File: config.mk
export PLATFORM = sky130hd
export DESIGN_NAME = lzw_ram
export DESIGN_NICKNAME = d
export VERILOG_FILES = /design/src/rtl/lzw_ram.sv
export SDC_FILE = /design/constraint.sdc
export NUM_CORES = 2
export LEC_CHECK = 0
export ABC_CLOCK_PERIOD_IN_PS = 2350
export BUFFER_PORTS_ARGS = -buffer_cell sky130_fd_sc_hd__buf_4
export CAP_MARGIN = 20
export CORE_MARGIN = 3
export CORE_UTILIZATION = 30
export DETAILED_ROUTE_END_ITERATION = 8
export GPL_TIMING_DRIVEN = 0
export SYNTH_ARGS = -nofsm -noshare
export SYNTH_HDL_FRONTEND = slang
export SYNTH_SLANG_ARGS = --single-unit
File: constraint.sdc
create_clock -name clk_i -period 2.35 [get_ports clk_i]
set_input_delay 0.47 -clock clk_i [delete_from_list [all_inputs] [get_ports clk_i]]
set_output_delay 0.47 -clock clk_i [all_outputs]
set_load 0.05 [all_outputs]
File: src/rtl/lzw_ram.sv
// Generic simple dual-port RAM with registered read (read-first).
`timescale 1ns / 1ps
`default_nettype none

module lzw_ram #(
  parameter int unsigned WIDTH = 8,
  parameter int unsigned DEPTH = 256,
  localparam int unsigned AddrW = (DEPTH > 1) ? $clog2(DEPTH) : 1
) (
  input  wire logic             clk_i,
  input  wire logic             we_i,
  input  wire logic [AddrW-1:0] waddr_i,
  input  wire logic [WIDTH-1:0] wdata_i,
  input  wire logic [AddrW-1:0] raddr_i,
  output logic      [WIDTH-1:0] rdata_o
);

  logic [WIDTH-1:0] mem_q [DEPTH];

  // Write port and registered read port
  always_ff @(posedge clk_i) begin
    if (we_i) begin
      mem_q[waddr_i] <= wdata_i;
    end
    rdata_o <= mem_q[raddr_i];
  end

endmodule

`default_nettype wire

==> impl_metrics.ini <==
[finish]
fin_cells = 7738
final_cell_mix = edfxtp_1, mux4_2, clkbuf_16
layout.nets = 4071
syn_to_final_growth_pct = 18.9
design_area_um2 = 94600
layout-drive-gt1-share_pct = 32.9
final_common_cell = edfxtp_1

[cts]
cts_hold_buffers = 0
cts-buffers-inserted = 204
clock-sinks = 2056
clockBufferDepth = 3
cts_tree = built
cts.clk_slew.worst_paths_ps = 60
clock_latency_ps = 830
htree_num_levels = 4
clock-root-buffer = clkbuf_16

[drt]
drc = 0
drt-initial-drc-count = 6264
via_per_inst = 5.41
routed-via-count = 41900
drt-wirelength-per-cell_um = 31.9
dr.pass1.iters = 7
wirelength_um = 247000
drtAntennaViolNets = 0

[floorplanning]
die_w_um = 521
die_y_um = 521
die_area_um2 = 271000
fp-row-count = 188
initial_core_util_pct = 30.2
core-area_um2 = 263000
ios = 34

[power]
power.total_uw = 77400
powerDensity_nw_per_um2 = 818
total_leakage_power_uw = 0.0286
irDropWorstVdd_mv = 0.654

[outcome]
violations = setup timing
status = finished with violations

[sta]
fin_skew_ps = 21.8
rsz0062_at_grt = yes
tightest_slew_ps = 1240
fin_ws_ps = -187
finalSetupViolations = 113
layout_min_cycle_time_ps = 2540
finalCritPeriodShare_pct = 108
slew-limit-headroom_pct = 17.5
finalHoldViolations = 0
fmax_mhz = 394
drv_slew = 0
setup-tns-final_ps = -9700

[logic_synthesis]
synthArstFlopShare_pct = 0
synth_cell_types = 55
avgSynthCellArea_um2 = 21.3
yosys.area_share.simple_pct = 2.63
synth_top_family_by_area = multiplexers
synthMuxAreaShare_pct = 14.6
yosysSeqAreaShare_pct = 77.5
synth_seq_cells = 2056
synth_edf_count = 2048
synth_xor_area_share_pct = 0
synthesis.area_um2 = 79600
yosys_most_used_dff = edfxtp_1
yosysWarnings = 0
synth_cells = 3733
syn_nets = 3759
synth-compound-area-share_pct = 3.42
synth-adder-area-share_pct = 0

[placed_design]
hpwlAfterDp_um = 163000
dp.cells = 7313
placed_area_um2 = 84900
io_buffer_count = 26
gp_congestion = 0.971

[critical_path]
worstSetupPathType = input pin to flop
required_ps = 3030
cp_max_fo = 10
worst_ep_arrival_time_ps = 3220
cp-end-kind = flop
startpoint_type = input pin

[grt]
grt_antenna_before_repair = 21
grt_pass1_vias = 41100
grt_pass1_wl_um = 338000
grt-ovfl-total = 0
grt_max_degree = 149
grt_use_total_pct = 17.9

[worst_hold_path]
hold_class = input pin to flop

[flow_run]
maxCapViolCount = 0
## per-stage QoR
stage          hold slack, ps  util [%]  setup slack, ps
2_1_floorplan             569         -           -0.918
3_3_place_gp              934      32.0            -3590
3_5_place_dp              931      32.2            -2560
4_1_cts                   111      35.6             -352
5_1_grt                   145      35.9             -219
6_report                  141      35.9             -187
## sequential cells by signal, summed over array words and instances (netlist names)
| signal | cells |
|---|---|
| rdata_o | 8 |
| mem_q | 2048 |
## area by class of cell
type	count	area [um2]
well taps	3515	4400
diodes	11	27.5
flip-flops and latches	2056	61700
fillers	23900	169000
clock buffers	249	5300
inverters	2	8.76
clock inverters	124	1130
plain buffers	227	2380
repair buffers	112	1250
multi-input cells	1442	18500
## cells in the mapped netlist (all sizes together), types with 16 or more instances
library cell	number	area, um2
a22oi	133	998
nor3	22	110
clkbuf	111	417
mux2i	134	1340
mux4	456	10300
nor2b	31	194
edfxtp	2048	61500
o221ai	47	418
nand2	33	124
nor2	282	1060
a21oi	96	480
nor4	27	188
a211oi	16	120
nand3	34	170
buf	122	1030
o22ai	28	175
## where the power goes
part | switching [uW] | total (uW) | internal [uW] | leakage (uW)
clock | 14000 | 31900 | 17900 | 0.00313
sequential | 37.0 | 40500 | 40400 | 0.0185
combinational | 3390 | 5080 | 1690 | 0.00697
## worst max-delay path, cell delays in order
cell and delay, ps:
buf_16 120, buf_16 180, buf_16 160, buf_4 140, buf_6 250, mux4_2 600, a221oi_4 460, o32ai_4 240
nor3_1 400, nor4_4 140
## routing by layer
metal | global-route usage [%] | share of wire, % | wire length, um
met1 | 23.2 | 38 | 92700
met5 | 0 | 0.016 | 40
met4 | 9.16 | 6.0 | 14900
met2 | 27.7 | 46 | 113000
met3 | 4.77 | 11 | 26100
## logic make-up after synthesis
family / count (synthesis)
flops: 2056
mux: 591
compound gates: 385
simple gates: 466
buf+inv: 235
## final timing paths
path / from / to / slack, ps / cells after the start
worst max register to register: mem_q[211][3]$_DFFE_PP_ / rdata_o[3]$_DFF_P_ / -150 / 6
worst min-delay path: wdata_i[3] / mem_q[68][3]$_DFFE_PP_ / 140 / 1
worst max-delay path: raddr_i[0] / rdata_o[3]$_DFF_P_ / -190 / 10
worst min register to register: mem_q[41][3]$_DFFE_PP_ / rdata_o[3]$_DFF_P_ / 1280 / 6
## timing repair
| item | 4_1_cts | 5_1_grt |
|---|---|---|
| buffers inserted | 27 | 22 |
| setup endpoints to repair | 1376 | 1396 |
| resized for setup | 613 | 205 |
| gates cloned | 0 | 0 |
| pin swaps | 37 | 25 |
No activity file was read; power rests on OpenSTA's default activity.
