--- src/rtl/lzw_pkg.sv ---
// Shared constants and types for the 12-bit LZW encoder.
`timescale 1ns / 1ps
`default_nettype none

package lzw_pkg;

  // Field and code widths
  localparam int unsigned BYTE_W = 8;
  localparam int unsigned CODE_W = 12;
  localparam int unsigned NIB_W  = CODE_W - BYTE_W;
  localparam int unsigned IDX_W  = CODE_W + BYTE_W;
  localparam int unsigned NFC_W  = CODE_W + 1;

  // Dictionary limits
  localparam logic [CODE_W-1:0] FIRST_CODE = 12'd256;
  localparam logic [NFC_W-1:0]  NFC_FIRST  = 13'd256;
  localparam logic [NFC_W-1:0]  MAX_CODE   = 13'd4095;

  // Memory depths
  localparam int unsigned TAB_DEPTH = 1 << IDX_W;
  localparam int unsigned KEY_DEPTH = 1 << CODE_W;

  // Output chain sizing
  localparam int unsigned PUSH_MAX    = 4;
  localparam int unsigned PUSH_IDX_W  = 2;
  localparam int unsigned PUSH_CNT_W  = 3;
  localparam int unsigned OBUF_DEPTH  = 8;
  localparam int unsigned OBUF_CNT_W  = 4;
  localparam logic [OBUF_CNT_W-1:0] READY_LIMIT = 4'(OBUF_DEPTH - 6);

  // Encoder control states
  typedef enum logic [2:0] {
    ST_IDLE  = 3'b001,
    ST_LOOK  = 3'b010,
    ST_CHECK = 3'b100
  } state_e;

  // Codes handed to the packer in one step
  typedef struct packed {
    logic              fire;
    logic              v0;
    logic [CODE_W-1:0] c0;
    logic              v1;
    logic [CODE_W-1:0] c1;
    logic              last;
  } lzw_emit_t;

  // Bytes handed from the packer to the output chain
  typedef struct packed {
    logic [PUSH_CNT_W-1:0]            cnt;
    logic [PUSH_MAX-1:0][BYTE_W-1:0]  data;
    logic                             last;
  } lzw_push_t;

  // One output chain slot
  typedef struct packed {
    logic              valid;
    logic              last;
    logic [BYTE_W-1:0] data;
  } lzw_slot_t;

  // Per-cell controls
  typedef struct packed {
    logic load;
    logic shift;
  } lzw_cell_ctrl_t;

endpackage

`default_nettype wire

--- src/rtl/lzw_pack.sv ---
// Packs 12-bit codes big-endian, two codes to three bytes, with end flush.
`timescale 1ns / 1ps
`default_nettype none

module lzw_pack
  import lzw_pkg::*;
(
  input  wire logic      clk_i,
  input  wire logic      rst_ni,
  input  wire lzw_emit_t emit_i,
  output lzw_push_t      push_o
);

  logic                            half_q, half_d;
  logic [NIB_W-1:0]                nib_q, nib_d;
  logic [PUSH_CNT_W-1:0]           cnt;
  logic [PUSH_MAX-1:0][BYTE_W-1:0] bytes;
  logic [1:0]                      vld;
  logic [1:0][CODE_W-1:0]          code;

  assign vld  = {emit_i.fire & emit_i.v1, emit_i.fire & emit_i.v0};
  assign code = {emit_i.c1, emit_i.c0};

  // Walk up to two codes, then pad an unpaired nibble at stream end
  always_comb begin
    half_d = half_q;
    nib_d  = nib_q;
    cnt    = '0;
    bytes  = '0;
    for (int k = 0; k < 2; k++) begin
      if (vld[k]) begin
        if (!half_d) begin
          bytes[cnt[PUSH_IDX_W-1:0]] = code[k][CODE_W-1:NIB_W];
          cnt    = cnt + PUSH_CNT_W'(1);
          nib_d  = code[k][NIB_W-1:0];
          half_d = 1'b1;
        end else begin
          bytes[cnt[PUSH_IDX_W-1:0]] = {nib_d, code[k][CODE_W-1:BYTE_W]};
          bytes[cnt[PUSH_IDX_W-1:0] + PUSH_IDX_W'(1)] = code[k][BYTE_W-1:0];
          cnt    = cnt + PUSH_CNT_W'(2);
          nib_d  = '0;
          half_d = 1'b0;
        end
      end
    end
    if (emit_i.fire && emit_i.last) begin
      if (half_d) begin
        bytes[cnt[PUSH_IDX_W-1:0]] = {nib_d, NIB_W'(0)};
        cnt = cnt + PUSH_CNT_W'(1);
      end
      half_d = 1'b0;
      nib_d  = '0;
    end
  end

  always_ff @(posedge clk_i or negedge rst_ni) begin
    if (!rst_ni) begin
      half_q <= 1'b0;
      nib_q  <= '0;
    end else begin
      half_q <= half_d;
      nib_q  <= nib_d;
    end
  end

  assign push_o.cnt  = cnt;
  assign push_o.data = bytes;
  assign push_o.last = emit_i.fire && emit_i.last;

endmodule

`default_nettype wire

--- config.mk ---
export PLATFORM = sky130hd
export DESIGN_NAME = lzw_pack
export DESIGN_NICKNAME = d
export VERILOG_FILES = /design/src/rtl/lzw_pkg.sv /design/src/rtl/lzw_pack.sv
export SDC_FILE = /design/constraint.sdc
export NUM_CORES = 1
export LEC_CHECK = 0
export BUFFER_PORTS_ARGS = -buffer_cell sky130_fd_sc_hd__buf_2
export CAP_MARGIN = 25
export CELL_PAD_IN_SITES_DETAIL_PLACEMENT = 1
export CELL_PAD_IN_SITES_GLOBAL_PLACEMENT = 1
export CORE_UTILIZATION = 35
export DETAILED_ROUTE_END_ITERATION = 16
export PLACE_DENSITY = 0.78
export SETUP_SLACK_MARGIN = 0.4
export SYNTH_ARGS = -nofsm -noshare
export SYNTH_HDL_FRONTEND = slang
export SYNTH_SLANG_ARGS = --single-unit
--- constraint.sdc ---
create_clock -name clk_i -period 3.32 [get_ports clk_i]
set_input_delay 0.166 -clock clk_i [delete_from_list [all_inputs] [get_ports clk_i]]
set_output_delay 0.166 -clock clk_i [all_outputs]
set_load 0.01 [all_outputs]
==> flow_summary.yaml, run 1 <==
min_path:
  hp-class: "in -> async"
setup_path:
  crit_path_max_incr_delay_ns: 0.54
  critPathKind: "reg -> out"
  crit_required_ns: 3.15
  arrival_ns: 2.58
  endpoint_kind: "output pin"
  worstPathMaxFanout: 11
  crit_chain: "inv_1, ha_2, or3b_2, o22a_1, o22ai_1, o22ai_1, buf_2"
  crit_top_cell: "o22ai_1"
  r2r_setup_slack_ns: 1.18
  crit_path_top_delay_cell: "or3b_2"
  critPathLaunchType: "register"
  reg2regPathDepth: 6
sta:
  slew_viol_final: 0
  rsz0062_at_grt: "no"
  tns_ns: 0
  max_freq_mhz: 364
  fin_ws_ns: 0.569
  min_period_ns: 2.75
  fin_worst_skew_ns: 0.00294
  final-setup-viol-count: 0
  worstMarginPinSlew_ns: 0.656
  maxSlewHeadroom_pct: 56.2
  hold_violations: 0
  fin_crit_sh_pct: 82.9
synthesis:
  yosysWarningCount: 0
  synth_seq_cells: 5
  synth-edff-count: 0
  syn_inst: 264
  syn_area_um2: 1830
  syn_avg_cell_area_um2: 6.94
  syn-num-nets: 304
  ys_types: 49
  async_reset_ff_share_pct: 100
  yosysSeqAreaShare_pct: 6.83
  synth_ff_type: "dfrtp_1"
routing:
  drc_errors: 0
  postRouteAntennaNets: 0
  drt-wirelength-per-cell_um: 19.9
  viasPerCell: 6.41
  wl_um: 7570
  drt_iter0_markers: 186
  routed-via-count: 2441
  firstDrtPassIters: 4
floorplanning:
  start_util_pct: 37.5
  row_count: 25
  die_h_um: 74.3
  die-area_um2: 5530
  die_w_um: 74.3
  ios: 66
  core_um2: 4880
place:
  dp_slack_ns: 0.510
  port_buffers: 65
  place.gp.congestion: 0.868
  hpwl_um: 5710
layout:
  nets: 355
  drive_gt1_share_pct: 29.3
  syn2layout_area_growth_pct: 22.8
  antenna_cells: 0
grt:
  grt_pass1_vias: 2297
  grt_first_pass_wirelength_um: 11600
  use_met1_pct: 37.3
  grt_max_degree: 33
  busiest_layer: "met2"
  grt-ovfl-total: 0
  grt_usage_pct: 27.4
  antenna_found_initial: 0
  met2_usage_pct: 44.8
  grtUsageMet3_pct: 2.98
clocking:
  cts_tree: "yes"
  clk_latency_ns: 0.22
  cts_inserted_buffers: 3
  htreeDepth: 1
  path_clk_slew_ns: 0.03
  cts_sinks: 5
  root_buffer: "clkbuf_8"
  cts_max_path_buffers: 2
power:
  seqPwrFrac_pct: 8.7
  p_switching_mw: 0.566
  p_leak_nw: 0.998
  irDropWorstVdd_v: 0.000363
  clockPowerShare_pct: 10.2
  p_comb_share_pct: 81.1
  pwr_density_cell_nw_per_um2: 473
  p_sw_share_pct: 53.1
  intPower_mw: 0.499
run_status:
  status: "finished, final reports clean"
job:
  max-cap-violations: 0
-- cells in the mapped netlist (all sizes together) (2+ instances only) --
cell type	n	share of area (%)
nor3	8	2.2
clkbuf	11	2.3
a2111oi	5	2.4
o2bb2ai	2	0.96
o32ai	2	0.96
a21boi	7	2.9
a211oi	12	4.9
o22ai	16	5.5
a221oi	11	5.3
buf	17	4.8
o22a	9	4.3
nand3	9	2.5
o211ai	3	1.2
and3	9	3.1
a21o	4	1.6
a21oi	15	4.5
nand3b	6	2.5
nor2	17	3.5
o221a	2	1.2
and2	3	1.0
o21a	3	1.2
o21ai	18	4.9
inv	7	1.4
a2111o	2	1.2
ha	10	6.8
and4b	4	2.2
dfrtp	5	6.8
nand2b	2	0.68
a221o	2	1.1
xnor2	4	2.3
mux2i	8	4.4
nand2	19	3.9
-- layout by cell type (no fill, tap or decap), types with 4 or more instances in the layout --
master,instances
nand2_1,19
buf_2,65
nor3_1,8
a221oi_1,11
a21oi_1,12
a211oi_1,12
nor2_1,17
mux2i_1,8
buf_4,8
o22a_1,9
nand3b_1,6
and4b_1,4
o21ai_0,16
nand3_1,9
and3_1,8
dfrtp_1,5
a21boi_0,7
a21o_1,4
inv_1,7
o22ai_1,16
ha_1,8
-- through the flow --
step | cell area (um2) | hold WS [ns] | cells | power (mW) | util [%]
6_report | 2250 | 0.298 | 381 | 1.06 | 46.1
5_1_grt | 2250 | 0.324 | 381 | 1.15 | 46.1
4_1_cts | 2230 | 0.299 | 381 | 1.05 | 45.7
3_5_place_dp | 2170 | -0.0164 | 376 | 0.927 | 44.5
3_3_place_gp | 2170 | -0.0195 | 376 | 0.913 | 44.5
2_1_floorplan | 1830 | -0.130 | 264 | 0.693 | -
-- power by group through the flow --
stage	sequential (mW)	clock, mW	combinational [mW]
6_report	0.0928	0.108	0.863
5_1_grt	0.0929	0.116	0.937
4_1_cts	0.0916	0.111	0.842
3_5_place_dp	0.0922	0	0.834
3_3_place_gp	0.0906	0	0.823
2_1_floorplan	0.0853	0	0.607
-- registers in the layout, indices dropped and copies added, names as in the netlist --
name    flops
half_q      1
nib_q       4
-- critical path, delay by kind of cell, from the launching register on --
family	cells	cell delay (ns)
buffers and inverters	2	0.30
adders and majority gates	1	0.50
DFF	1	0.46
AOI/OAI and AO/OA	3	0.56
and+or+nand+nor	1	0.54
-- cells by family after synthesis --
family | Yosys count | share of synthesized area, %
xor gates and xnor gates | 4 | 2.32
buffers and inverters | 35 | 8.54
DFF | 5 | 6.83
and+or+nand+nor | 83 | 24.0
AOI/OAI and AO/OA | 118 | 46.4
muxes | 9 | 4.99
adders and majority gates | 10 | 6.83
-- worst paths after layout --
path / from / endpoint
max: half_q / push_o[5]
min: rst_ni / nib_q[1]
max reg2reg: half_q / nib_q[3]
min reg2reg: nib_q[1] / nib_q[1]
max in group asynchronous: rst_ni / half_q
min in group clk_i: emit_i[4] / nib_q[3]
-- layer usage --
layer / share of wire, % / routed length [um]
met1: 45 / 3400
met2: 48 / 3640
met3: 4.7 / 355
met4: 2.1 / 162
met5: 0 / 0
-- cell type report --
type                    instances  area [um2]
fillers                       664        2630
well taps                      67        83.8
repair buffers                 74         395
multi-input cells             224        1570
inverters                       7        26.3
flip-flops and latches          5         125
clock buffers                   4        45.0
-- repair_timing --
action	CTS	global route
setup buffers	0	0
resized for setup	3	7
hold buffers	1	0
hold endpoints to repair	5	0
pin swaps	0	0
setup endpoints to repair	4	12
gates cloned	0	0
No activity file was read; power rests on OpenSTA's default activity.
==> inputs of run 2 (changes only) <==
- clock period: 3.32 -> 2.7 ns (I/O delays scaled with it)
==> run 2 against run 1 <==
Compared with the run above: combinational power grew 97%; via count grew 22%; non-clock buffer count grew 31; cell area grew 33%; sequential share of layout area shrank 1.3 points; routed wire length grew 49%; first-iteration DRC count grew 95%; critical path depth is the same; total power grew 84%; clock skew grew 0.00098 ns; cell count grew 8.1%; clock power grew 32%; largest cell class unchanged; largest power group unchanged; highest routed layer unchanged.
==> flow_summary.yaml, run 2 (same netlist as run 1, synthesis figures left out) <==
run_status:
  status: "finished, final reports clean"
setup_path:
  r2r_setup_slack_ns: 0.84
  worstReg2RegStart: "half_q"
  worstReg2RegEnd: "nib_q[3]"
  worstPathMaxFanout: 12
  critPathLaunchType: "register"
  critPathKind: "reg -> out"
  endpoint_kind: "output pin"
  crit_required_ns: 2.57
  reg2regPathDepth: 7
  arrival_ns: 2.53
layout:
  antenna_cells: 0
  largest_reg_flops: 4
  fillers: 609
  drive_gt1_share_pct: 51.6
  final_common_cell: "buf_2"
  nets: 386
  syn2layout_area_growth_pct: 62.8
  final_cell_mix: "buf_2, buf_4, nand2_1"
  design_area_um2: 2980
  top_regs: "nib_q: 4 flops, half_q: 1 flops"
  instances_no_fill: 412
  utilization_pct: 61.1
  regMostFlops: "nib_q"
grt:
  grt-ovfl-total: 0
  grt_pass1_vias: 2806
  grt_max_degree: 38
  antenna_found_initial: 0
  grt_first_pass_wirelength_um: 15200
  grt_usage_pct: 36.4
sta:
  max_freq_mhz: 376
  worstMarginPinSlew_ns: 0.830
  maxSlewHeadroom_pct: 44.6
  fin_worst_skew_ns: 0.00392
  fin_crit_sh_pct: 98.5
  final-setup-viol-count: 0
  slew_viol_final: 0
  min_period_ns: 2.66
  tns_ns: 0
  hold_violations: 0
  rsz0062_at_grt: "yes"
clocking:
  htreeDepth: 1
  cts_tree: "yes"
  root_buffer: "clkbuf_8"
  cts_inserted_buffers: 3
  path_clk_slew_ns: 0.04
  cts_max_path_buffers: 2
  cts_sinks: 5
  clk_latency_ns: 0.23
power:
  power_mw: 1.96
  irDropWorstVdd_v: 0.000446
  pwr_density_cell_nw_per_um2: 658
  p_leak_nw: 1.26
place:
  place.gp.congestion: 0.965
  port_buffers: 65
  hpwl_um: 6270
  dpl_cell_area_um2: 2350
  numPlacedInstances: 384
floorplanning:
  row_count: 25
  start_util_pct: 37.5
  die-area_um2: 5530
  core_um2: 4880
  die_h_um: 74.3
  ios: 66
  die_w_um: 74.3
routing:
  drc_errors: 0
  firstDrtPassIters: 5
  viasPerCell: 7.25
  drt-wirelength-per-cell_um: 27.3
  wl_um: 11300
  drt_iter0_markers: 363
  postRouteAntennaNets: 0
  routed-via-count: 2987
job:
  max-cap-violations: 0
min_path:
  hp-class: "in -> async"
## run 2: cell count changes in the layout (fill, tap and decap cells not counted), sizes merged
cell    previous run  this run
buf               73       102
clkbuf             4         6
## run 2: critical path, stage by stage (launching register included)
cell and delay [ns]:
dfrtp_2 0.45, inv_4 0.10, ha_4 0.25, buf_12 0.14, xnor2_4 0.25, nand3_2 0.36, o22ai_1 0.49, buf_2 0.25
## run 2: timing repair
action	in CTS	in global routing
gates resized for setup	51	37
endpoints found under the hold margin	5	0
hold buffers	1	0
pin swaps	11	15
endpoints found under the setup margin	35	32
buffers inserted	13	9
cloned	0	1
## run 2: layer usage
layer,share of wire [%],vias up,track usage [%]
met5,0,-,0
li1,-,1205,-
met4,6.9,0,19.5
met2,47,269,60.7
met3,9.0,89,6.50
met1,37,1424,44.6
## run 2: how the worst max path moves through the flow
| stage | startpoint | to | slack, ns | cells after the start |
|---|---|---|---|---|
| finish | half_q | push_o[7] | 0.04 | 7 |
| detailed placement | half_q | push_o[4] | 0.08 | 8 |
| global placement | half_q | push_o[26] | 0.23 | 9 |
| floorplan | emit_i[27] | push_o[13] | 0.38 | 13 |
| global route | half_q | push_o[7] | 0.02 | 9 |
| CTS | half_q | push_o[13] | 0.37 | 8 |
## run 2: power by group
part	total (mW)	switching [mW]	internal [mW]
logic	1.70	0.951	0.750
clock network	0.143	0.0412	0.102
registers	0.118	0.0263	0.0921
## run 2: cell type report
class	instances	area [um2]	share of cell area [%]
Multi-Input combinational cell	224	1970	66.1
Inverter	7	28.8	0.965
Sequential cell	5	126	4.24
Timing Repair Buffer	105	728	24.4
Clock buffer	4	45.0	1.51
Tap cell	67	83.8	2.81
## run 2: through the flow
step / hold WS (ns) / setup slack [ns]
final: 0.277 / 0.0392
after global routing: 0.277 / 0.0208
after CTS: 0.282 / 0.365
after detailed placement: -0.0409 / 0.0771
after global placement: -0.0485 / 0.233
after floorplan: -0.161 / 0.380
