==> config.mk <==
export PLATFORM = sky130hd
export DESIGN_NAME = lzw_obuf
export DESIGN_NICKNAME = d
export VERILOG_FILES = /design/src/rtl/lzw_pkg.sv /design/src/rtl/lzw_cell.sv /design/src/rtl/lzw_obuf.sv
export SDC_FILE = /design/constraint.sdc
export NUM_CORES = 1
export LEC_CHECK = 0
export ABC_AREA = 1
export BUFFER_PORTS_ARGS = -buffer_cell sky130_fd_sc_hd__buf_2
export CAP_MARGIN = 25
export CORE_MARGIN = 3
export CORE_UTILIZATION = 35
export CTS_BUF_LIST = sky130_fd_sc_hd__clkbuf_8
export CTS_CLUSTER_DIAMETER = 100
export DETAILED_ROUTE_END_ITERATION = 6
export GPL_TIMING_DRIVEN = 1
export PLACE_DENSITY_LB_ADDON = 0.3
export SLEW_MARGIN = 10
export SYNTH_ARGS = -nofsm -noshare
export SYNTH_HDL_FRONTEND = slang
export SYNTH_HIERARCHICAL = 1
export SYNTH_SLANG_ARGS = --single-unit
==> constraint.sdc <==
create_clock -name clk_i -period 7.7 [get_ports clk_i]
set_clock_uncertainty 0.15 [all_clocks]
set_input_delay 0.77 -clock clk_i [delete_from_list [all_inputs] [get_ports clk_i]]
set_output_delay 0.77 -clock clk_i [all_outputs]
set_load 0.03 [all_outputs]
==> src/rtl/lzw_pkg.sv <==
// Shared constants and types for the 12-bit LZW encoder.
`timescale 1ns / 1ps
`default_nettype none

package lzw_pkg;

  // Field and code widths
  localparam int unsigned BYTE_W = 8;
  localparam int unsigned CODE_W = 12;
  localparam int unsigned NIB_W  = CODE_W - BYTE_W;
  localparam int unsigned IDX_W  = CODE_W + BYTE_W;
  localparam int unsigned NFC_W  = CODE_W + 1;

  // Dictionary limits
  localparam logic [CODE_W-1:0] FIRST_CODE = 12'd256;
  localparam logic [NFC_W-1:0]  NFC_FIRST  = 13'd256;
  localparam logic [NFC_W-1:0]  MAX_CODE   = 13'd4095;

  // Memory depths
  localparam int unsigned TAB_DEPTH = 1 << IDX_W;
  localparam int unsigned KEY_DEPTH = 1 << CODE_W;

  // Output chain sizing
  localparam int unsigned PUSH_MAX    = 4;
  localparam int unsigned PUSH_IDX_W  = 2;
  localparam int unsigned PUSH_CNT_W  = 3;
  localparam int unsigned OBUF_DEPTH  = 8;
  localparam int unsigned OBUF_CNT_W  = 4;
  localparam logic [OBUF_CNT_W-1:0] READY_LIMIT = 4'(OBUF_DEPTH - 6);

  // Encoder control states
  typedef enum logic [2:0] {
    ST_IDLE  = 3'b001,
    ST_LOOK  = 3'b010,
    ST_CHECK = 3'b100
  } state_e;

  // Codes handed to the packer in one step
  typedef struct packed {
    logic              fire;
    logic              v0;
    logic [CODE_W-1:0] c0;
    logic              v1;
    logic [CODE_W-1:0] c1;
    logic              last;
  } lzw_emit_t;

  // Bytes handed from the packer to the output chain
  typedef struct packed {
    logic [PUSH_CNT_W-1:0]            cnt;
    logic [PUSH_MAX-1:0][BYTE_W-1:0]  data;
    logic                             last;
  } lzw_push_t;

  // One output chain slot
  typedef struct packed {
    logic              valid;
    logic              last;
    logic [BYTE_W-1:0] data;
  } lzw_slot_t;

  // Per-cell controls
  typedef struct packed {
    logic load;
    logic shift;
  } lzw_cell_ctrl_t;

endpackage

`default_nettype wire

==> src/rtl/lzw_cell.sv <==
// One slot of the output chain: loads a new byte or takes its upper neighbor's.
`timescale 1ns / 1ps
`default_nettype none

module lzw_cell
  import lzw_pkg::*;
(
  input  wire logic           clk_i,
  input  wire logic           rst_ni,
  input  wire lzw_cell_ctrl_t ctrl_i,
  input  wire lzw_slot_t      load_i,
  input  wire lzw_slot_t      up_i,
  output lzw_slot_t           slot_o
);

  lzw_slot_t slot_d, slot_q;

  // Next slot: a fresh byte wins over the shift from above
  always_comb begin
    slot_d = slot_q;
    priority if (ctrl_i.load) begin
      slot_d = load_i;
    end else if (ctrl_i.shift) begin
      slot_d = up_i;
    end
  end

  // Slot register; an empty slot comes out of reset invalid
  always_ff @(posedge clk_i or negedge rst_ni) begin
    if (!rst_ni) begin
      slot_q <= '0;
    end else begin
      slot_q <= slot_d;
    end
  end

  assign slot_o = slot_q;

endmodule

`default_nettype wire

==> src/rtl/lzw_obuf.sv <==
// Output chain of byte cells; head cell drives the master stream.
`timescale 1ns / 1ps
`default_nettype none

module lzw_obuf
  import lzw_pkg::*;
(
  input  wire logic              clk_i,
  input  wire logic              rst_ni,
  input  wire lzw_push_t         push_i,
  output logic                   room_o,
  output logic                   m_axis_tvalid_o,
  input  wire logic              m_axis_tready_i,
  output logic      [BYTE_W-1:0] m_axis_tdata_o,
  output logic                   m_axis_tlast_o
);

  logic [OBUF_CNT_W-1:0] count_q, count_d, base;
  logic                  pop;
  logic [OBUF_DEPTH-1:0] valid_vec;

  lzw_slot_t      slot   [OBUF_DEPTH];
  lzw_slot_t      up     [OBUF_DEPTH];
  lzw_slot_t      ld     [OBUF_DEPTH];
  lzw_cell_ctrl_t ctrl   [OBUF_DEPTH];

  assign pop  = slot[0].valid && m_axis_tready_i;
  // First free cell after this cycle's shift
  assign base = count_q - OBUF_CNT_W'(pop);

  // Row of cells; each loads its lane of the push or takes its neighbor
  for (genvar i = 0; i < OBUF_DEPTH; i++) begin : g_cell
    logic [OBUF_CNT_W-1:0] lane;

    assign lane          = OBUF_CNT_W'(i) - base;
    assign ctrl[i].shift = pop;
    assign ctrl[i].load  = lane < OBUF_CNT_W'(push_i.cnt);
    assign ld[i].valid   = 1'b1;
    assign ld[i].data    = push_i.data[lane[PUSH_IDX_W-1:0]];
    assign ld[i].last    = push_i.last
                           && (lane == OBUF_CNT_W'(push_i.cnt) - OBUF_CNT_W'(1));
    assign valid_vec[i]  = slot[i].valid;

    if (i == OBUF_DEPTH - 1) begin : g_top
      assign up[i] = '0;
    end else begin : g_mid
      assign up[i] = slot[i+1];
    end

    lzw_cell u_cell (
      .clk_i  (clk_i),
      .rst_ni (rst_ni),
      .ctrl_i (ctrl[i]),
      .load_i (ld[i]),
      .up_i   (up[i]),
      .slot_o (slot[i])
    );
  end

  // Fill count
  assign count_d = base + OBUF_CNT_W'(push_i.cnt);

  always_ff @(posedge clk_i or negedge rst_ni) begin
    if (!rst_ni) begin
      count_q <= '0;
    end else begin
      count_q <= count_d;
    end
  end

  assign room_o          = count_q <= READY_LIMIT;
  assign m_axis_tvalid_o = slot[0].valid;
  assign m_axis_tdata_o  = slot[0].data;
  assign m_axis_tlast_o  = slot[0].last;

  // Fill count tracks the occupied cells
  a_count_matches: assert property (@(posedge clk_i) disable iff (!rst_ni)
    $countones(valid_vec) == 32'(count_q))
    else $error("obuf count out of step with cell valids");

  // A push never overruns the chain
  a_no_overrun: assert property (@(posedge clk_i) disable iff (!rst_ni)
    (5'(base) + 5'(push_i.cnt)) <= 5'(OBUF_DEPTH))
    else $error("obuf overrun");

endmodule

`default_nettype wire

==> results.json, run 1 <==
{
  "io_pins": 50,
  "grt_pass1_wl_um": 25720,
  "slew_at_the_pin_with_the_worst_max_slew_slack_ps": 1025,
  "setup_violations": 0,
  "drive_above_1_share_pct": 13.30,
  "async_reset_ff_share_pct": 100.0,
  "number_of_instances_in_the_synthesized_netlist": 798,
  "fin_area_um2": 6250,
  "yosys.cell_count.top_type": "sky130_fd_sc_hd__nand2_1",
  "floorplan.initialDensity_pct": 36.45,
  "clock-root-buffer": "sky130_fd_sc_hd__clkbuf_8",
  "routedWlPerCell_um": 14.68,
  "core_um2": 15540,
  "synthTopCellsByArea": "sky130_fd_sc_hd__dfrtp_1 (37%), sky130_fd_sc_hd__nand2_1 (18%), sky130_fd_sc_hd__nand3_1 (16%)",
  "path_class": "input pin to flop",
  "final_hold_viol_count": 0,
  "clock_buffer_count_from_cts": 9,
  "floorplan.die_area_um2": 17750,
  "yosysWarnings": 6,
  "drv_slew": 0,
  "status": "finished clean",
  "number_of_global_route_vias_before_repair": 4821,
  "timing.hold.worst.class": "input pin to async pin",
  "postRouteWirelength_um": 15680,
  "synthTopCellsByCount": "sky130_fd_sc_hd__nand2_1 (275), sky130_fd_sc_hd__nand3_1 (177), sky130_fd_sc_hd__dfrtp_1 (84), sky130_fd_sc_hd__o21ai_0 (66), sky130_fd_sc_hd__inv_1 (61)",
  "worst_hold_slack_ps": 146.4,
  "timing.setup.tns_ps": 0,
  "drt_drc_violations_left": 0,
  "finish.net_count": 911,
  "synth-edff-count": 0,
  "number_of_antenna_violations_at_the_first_check_in_global_routing": 0,
  "crit_path_max_fanout": 25,
  "post_drt_via_cell_ratio": 4.940,
  "end_kind": "flop",
  "maxClockFrequency_mhz": 230.5,
  "tritoncts_clock_tree": "built",
  "area_growth_syn_to_layout_pct": 10.34,
  "dpl_cell_area_um2": 6047,
  "filler_cell_count": 1658,
  "first_iter_violations": 402,
  "layout.core_utilization_pct": 40.22,
  "first_pass_iteration_count_of_the_detailed_router": 5,
  "clkSlewWorstSetupHoldPaths_ps": 90,
  "insertion_delay_ps": 370,
  "kind_of_launch_point_of_the_worst_setup_path": "input pin",
  "post_synth_instance_area_um2": 5664,
  "hpwl_dp_um": 12000,
  "insertedDiodeCount": 0,
  "cts.path.max_buffers": 2,
  "max_cap_violations": 0,
  "synth_unique_cells": 36,
  "die_height_um": 133.2,
  "io_buffer_count": 49,
  "die_x_um": 133.2,
  "final.min_clock_period_ps": 4338,
  "rsz0062_at_grt": "false",
  "postRouteAntennaNets": 0,
  "timing.critical_path.arrival_ps": 4440,
  "critPathRequiredTime_ps": 7800,
  "yosysSeqAreaShare_pct": 37.11,
  "synth_flop_cell": "sky130_fd_sc_hd__dfrtp_1",
  "maxSlewHeadroom_pct": 31.66,
  "yosys.area.top_type": "sky130_fd_sc_hd__dfrtp_1",
  "htreeDepth": 3,
  "synth.top_cell.area_share_pct": 37.11,
  "post-route-period-util_pct": 56.34,
  "clock-sinks": 84,
  "largest_net_degree_at_the_start_of_global_routing": 88,
  "cts.repair.resized": 0,
  "cts_hold_repair.buffers": 0,
  "globalRouteTotalUtil_pct": 18.04,
  "ffs_latches_synth": 84,
  "grt_overflow_total": 0,
  "finalWeightedCongestion": 0.8778,
  "syn_area_per_cell_um2": 7.098,
  "post-cts-setup-buffer-count": 0,
  "placement_rows": 45,
  "routed-via-count": 5276
}
## flip-flops by register name (all words and copies together) (netlist names)
| name | flops |
|---|---|
| count_q | 4 |
| g_cell.u_cell/slot_o | 80 |
## metrics by stage
| stage | worst slack, ps | std cells |
|---|---|---|
| after floorplan | 3061 | 814 |
| after global placement | 3150 | 1052 |
| after CTS | 3412 | 1068 |
| after global routing | 2942 | 1068 |
| after detailed placement | 3017 | 1052 |
| final | 3362 | 1068 |
## cell usage in the layout, fill, tap and decap left out, drive strengths merged
cell    instances
a211oi          1
a21o            1
a21oi           9
and3            1
buf            57
bufinv          1
clkbuf         11
clkinv          2
conb           18
dfrtp          84
fa              1
ha             19
inv            73
nand2         291
nand3         178
nand3b          1
nand4           1
nor2           24
nor3            2
nor3b           1
o211ai          1
o21a            2
o21ai          68
o21bai          1
xnor2           3
xor2            6
## cells by family (layout without fill, tap and decap cells)
logic type / count (synthesis) / after routing / share of synthesized area, %
AND/OR/NAND/NOR: 499 / 499 / 39.76
buffers and inverters: 101 / 144 / 9.123
flip-flops: 84 / 84 / 37.11
AO/OA/AOI/OAI: 83 / 83 / 7.665
adder cells (fa/ha/maj): 20 / 20 / 4.551
XOR/XNOR: 9 / 9 / 1.657
other: 2 / 18 / 0.1326
## critical path: stages
cell                       delay, ps
sky130_fd_sc_hd__buf_2            90
sky130_fd_sc_hd__nand2_1          70
sky130_fd_sc_hd__clkinv_2        120
sky130_fd_sc_hd__ha_1            240
sky130_fd_sc_hd__nand2_1          80
sky130_fd_sc_hd__nand2_1         460
sky130_fd_sc_hd__ha_1            830
sky130_fd_sc_hd__inv_1           330
sky130_fd_sc_hd__ha_1            360
sky130_fd_sc_hd__a21o_1          210
sky130_fd_sc_hd__a21oi_2         460
sky130_fd_sc_hd__inv_2           200
sky130_fd_sc_hd__nand3_1         130
sky130_fd_sc_hd__nand3_1          90
## path summary, 6_finish.rpt
kind	slack, ps	cells past startpoint	startpoint	endpoint
setup / recovery	3360	14	m_axis_tready_i	g_cell[6].u_cell/slot_o[3]
hold / removal	150	1	rst_ni	count_q[0]
setup reg to reg	3450	13	g_cell[0].u_cell/slot_o[9]	g_cell[6].u_cell/slot_o[3]
hold reg to reg	330	2	g_cell[0].u_cell/slot_o[3]	g_cell[0].u_cell/slot_o[3]
max in group asynchronous	6160	2	rst_ni	g_cell[4].u_cell/slot_o[6]
min in group clk_i	330	2	g_cell[0].u_cell/slot_o[3]	g_cell[0].u_cell/slot_o[3]
## layout make-up
type	instances	area, um^2	area share (%)
timing repair buffer	57	307.8	4.925
tap	211	264.0	4.224
sequential	84	2102	33.63
clock inverter	5	51.30	0.8208
multi-input combinational	629	3105	49.69
clock buffer	11	151.4	2.422
inverter	71	267.8	4.284
## per-layer routing
metal	vias to the layer above	track usage (%)	part of all wire [%]	wire (um)
met1	2401	28.75	52	8207
met2	185	25.11	41	6381
met4	0	4.514	0.77	121
met3	6	2.832	6.2	971
met5	-	0	0	0
li1	2684	-	-	-
Power of run 1 is left out: the tool's default activity adds up to more than one toggle a clock period on the data nets, which glitch-free logic cannot reach.
==> run 2, diff against run 1 <==
Settings changed: ABC_AREA 1 to 0.
Clock period 7.7 ns to 3.5 ns, I/O delays scaled along.
==> run 2 against run 1 <==
Count of clock-buffer cells in the layout shrank 2. Via count shrank 20%. Global-route usage decreased by 1.5 points. Non-clock buffer count rose by 11. Final area up 2.0%. Worst setup slack worse by 3000 ps. Worst hold slack improved by 42 ps. Utilization up 1.1 points. Synthesized cell count fell by 34%. Critical path depth down 3. Critical endpoint is now g_cell[0].u_cell/slot_o[8].
==> results.json, run 2 <==
{
  "status": "finished clean",
  "drive_above_1_share_pct": 24.03,
  "maxClockFrequency_mhz": 317.3,
  "insertedDiodeCount": 0,
  "timing.reg2reg.worst_path_depth": 11,
  "hpwl_dp_um": 10120,
  "worst_hold_slack_ps": 188.9,
  "first_pass_iteration_count_of_the_detailed_router": 4,
  "number_of_instances_in_the_synthesized_netlist": 526,
  "pre_cts_ws_ps": 391.8,
  "tritoncts_clock_tree": "built",
  "finish.net_count": 645,
  "clock-root-buffer": "sky130_fd_sc_hd__clkbuf_8",
  "synth_flop_cell": "sky130_fd_sc_hd__dfrtp_1",
  "postRouteWirelength_um": 14110,
  "yosys.cell_count.top_type": "sky130_fd_sc_hd__nand2_1",
  "clock-sinks": 84,
  "globalRouteTotalUtil_pct": 16.54,
  "placement_rows": 45,
  "clkSlewWorstSetupHoldPaths_ps": 90,
  "syn_area_per_cell_um2": 10.67,
  "synthTopCellsByArea": "sky130_fd_sc_hd__dfrtp_1 (37%), sky130_fd_sc_hd__mux2i_1 (14%), sky130_fd_sc_hd__mux4_2 (13%)",
  "yosysWarnings": 6,
  "floorplan.initialDensity_pct": 36.39,
  "end_kind": "flop",
  "max_reg_flops": 80,
  "synth-edff-count": 0,
  "timing.critical_path.arrival_ps": 3300,
  "min-delay-start": "push_i[34]",
  "kind_of_launch_point_of_the_worst_setup_path": "flop",
  "final_hold_viol_count": 0,
  "htreeDepth": 3,
  "grt_overflow_total": 0,
  "synth.top_cell.area_share_pct": 37.44,
  "setup_violations": 0,
  "post-route-period-util_pct": 90.04,
  "grt_pass1_wl_um": 22950,
  "critPathRequiredTime_ps": 3650,
  "path_buf_inv": 2,
  "number_of_antenna_violations_at_the_first_check_in_global_routing": 0,
  "max_cap_violations": 0,
  "timing.hold.worst.class": "input pin to flop",
  "number_of_global_route_vias_before_repair": 4281,
  "cts.repair.resized": 0,
  "layoutNonFillerInstCount": 802,
  "drv_slew": 0,
  "most-common-layout-cells": "sky130_fd_sc_hd__nand2_1 (88), sky130_fd_sc_hd__dfrtp_1 (83), sky130_fd_sc_hd__mux2i_1 (80)",
  "path_class": "flop to flop",
  "synth_unique_cells": 46,
  "critical_path.top_delay_family": "simple AND/OR/NAND/NOR gates",
  "post_drt_via_cell_ratio": 5.288,
  "routed-via-count": 4241,
  "yosysSeqAreaShare_pct": 37.44,
  "min_delay_worst_endpoint": "count_q[1]",
  "final.min_clock_period_ps": 3152,
  "critical_path.reg2reg.endpoint": "g_cell[0].u_cell/slot_o[8]",
  "path_cells": "and2_4, ha_2, xnor2_2, inv_1, ha_1, buf_4, xor2_1, nand3_1, nor4b_1, nand2_1, o21ai_2",
  "io_pins": 50,
  "die_height_um": 132.7,
  "largest_net_degree_at_the_start_of_global_routing": 59,
  "die_x_um": 132.7,
  "async_reset_ff_share_pct": 100.0,
  "whs_path_depth": 2,
  "cpMaxStageDelayCell": "sky130_fd_sc_hd__nor4b_1",
  "floorplan.die_area_um2": 17600,
  "first_iter_violations": 269,
  "maxSlewHeadroom_pct": 43.53,
  "crit_path_max_fanout": 7,
  "post_synth_instance_area_um2": 5614,
  "routedWlPerCell_um": 17.59,
  "area_growth_syn_to_layout_pct": 13.57,
  "core_um2": 15430,
  "ffs_latches_synth": 84,
  "io_buffer_count": 49,
  "finalWeightedCongestion": 0.8305,
  "synthTopCellsByCount": "sky130_fd_sc_hd__nand2_1 (88), sky130_fd_sc_hd__dfrtp_1 (84), sky130_fd_sc_hd__mux2i_1 (80), sky130_fd_sc_hd__o21ai_1 (72), sky130_fd_sc_hd__mux4_2 (32)",
  "cts.path.max_buffers": 2,
  "slew_at_the_pin_with_the_worst_max_slew_slack_ps": 847.0,
  "drt_drc_violations_left": 0,
  "yosys.area.top_type": "sky130_fd_sc_hd__dfrtp_1",
  "place.detailed.instances": 785,
  "post-route-worst-setup-slack_ps": 348.4,
  "rr_startpoint": "g_cell[0].u_cell/slot_o[9]",
  "postRouteAntennaNets": 0,
  "insertion_delay_ps": 370,
  "mostFrequentLayoutCell": "sky130_fd_sc_hd__nand2_1",
  "timing.setup.tns_ps": 0,
  "clock_buffer_count_from_cts": 9,
  "critPathMaxStageDelay_ps": 490,
  "rsz0062_at_grt": "false",
  "r2r_setup_slack_ps": 350
}
run 2: cell count changes in the layout (fill, tap and decap cells not counted), moves of 9 or more:
cell	before	now
sky130_fd_sc_hd__buf_4	9	19
sky130_fd_sc_hd__inv_1	62	17
sky130_fd_sc_hd__inv_2	10	0
sky130_fd_sc_hd__mux2i_1	0	80
sky130_fd_sc_hd__mux4_2	0	32
sky130_fd_sc_hd__nand2_1	275	88
sky130_fd_sc_hd__nand2_2	14	0
sky130_fd_sc_hd__nand3_1	177	1
sky130_fd_sc_hd__nor2_4	9	0
sky130_fd_sc_hd__o21ai_0	66	5
sky130_fd_sc_hd__o21ai_1	2	72
sky130_fd_sc_hd__xnor2_1	3	13
run 2: layout make-up:
cell class	count	area [um^2]
clock buffers	9	123.9
clock inverters	7	97.59
fillers	1524	9051
inverters	16	60.06
multi-input cells	407	3334
flip-flops and latches	84	2103
well taps	211	264.0
repair buffers	68	392.9
run 2: how the worst max path moves through the flow:
stage	start	endpoint	slack, ps	depth (start not counted)
after detailed placement	m_axis_tready_i	g_cell[0].u_cell/slot_o[8]	390	12
after global routing	g_cell[0].u_cell/slot_o[9]	g_cell[2].u_cell/slot_o[8]	210	10
after global placement	m_axis_tready_i	g_cell[0].u_cell/slot_o[8]	360	12
after floorplan	g_cell[0].u_cell/slot_o[9]	g_cell[2].u_cell/slot_o[8]	30	15
after CTS	g_cell[0].u_cell/slot_o[9]	g_cell[0].u_cell/slot_o[8]	370	11
final	g_cell[0].u_cell/slot_o[9]	g_cell[0].u_cell/slot_o[8]	350	11
run 2: cell families (layout without fill, tap and decap cells):
logic type,after synthesis,in the layout,share of synthesized area (%)
buffers and inverters,51,100,5.126
flip-flops,84,84,37.44
XOR/XNOR,26,26,4.903
other,2,18,0.1338
AND/OR/NAND/NOR,125,125,9.985
adder cells (fa/ha/maj),20,20,4.591
multiplexers,112,112,27.10
AO/OA/AOI/OAI,106,106,10.72
run 2: timing repair:
| action | CTS | global route |
|---|---|---|
| setup buffers | 0 | 0 |
| hold endpoints to repair | 56 | 0 |
| hold buffers | 1 | 0 |
run 2: per-stage QoR:
stage	utilization (%)	instance area [um^2]
after global placement	39.83	6145
after floorplan	-	5707
final	41.33	6376
after detailed placement	39.83	6145
after CTS	41.33	6376
after global routing	41.33	6376
run 2: metal layers:
| metal | GRT usage, % | vias to the layer above | wire, um | part of all wire, % |
|---|---|---|---|---|
| met5 | 0 | - | 0 | 0 |
| met4 | 3.926 | 0 | 164 | 1.2 |
| met3 | 4.183 | 13 | 795 | 5.6 |
| met2 | 27.79 | 135 | 6967 | 49 |
| met1 | 21.57 | 2107 | 6181 | 44 |
| li1 | - | 1986 | - | - |
Power of run 2 is left out for the same reason.
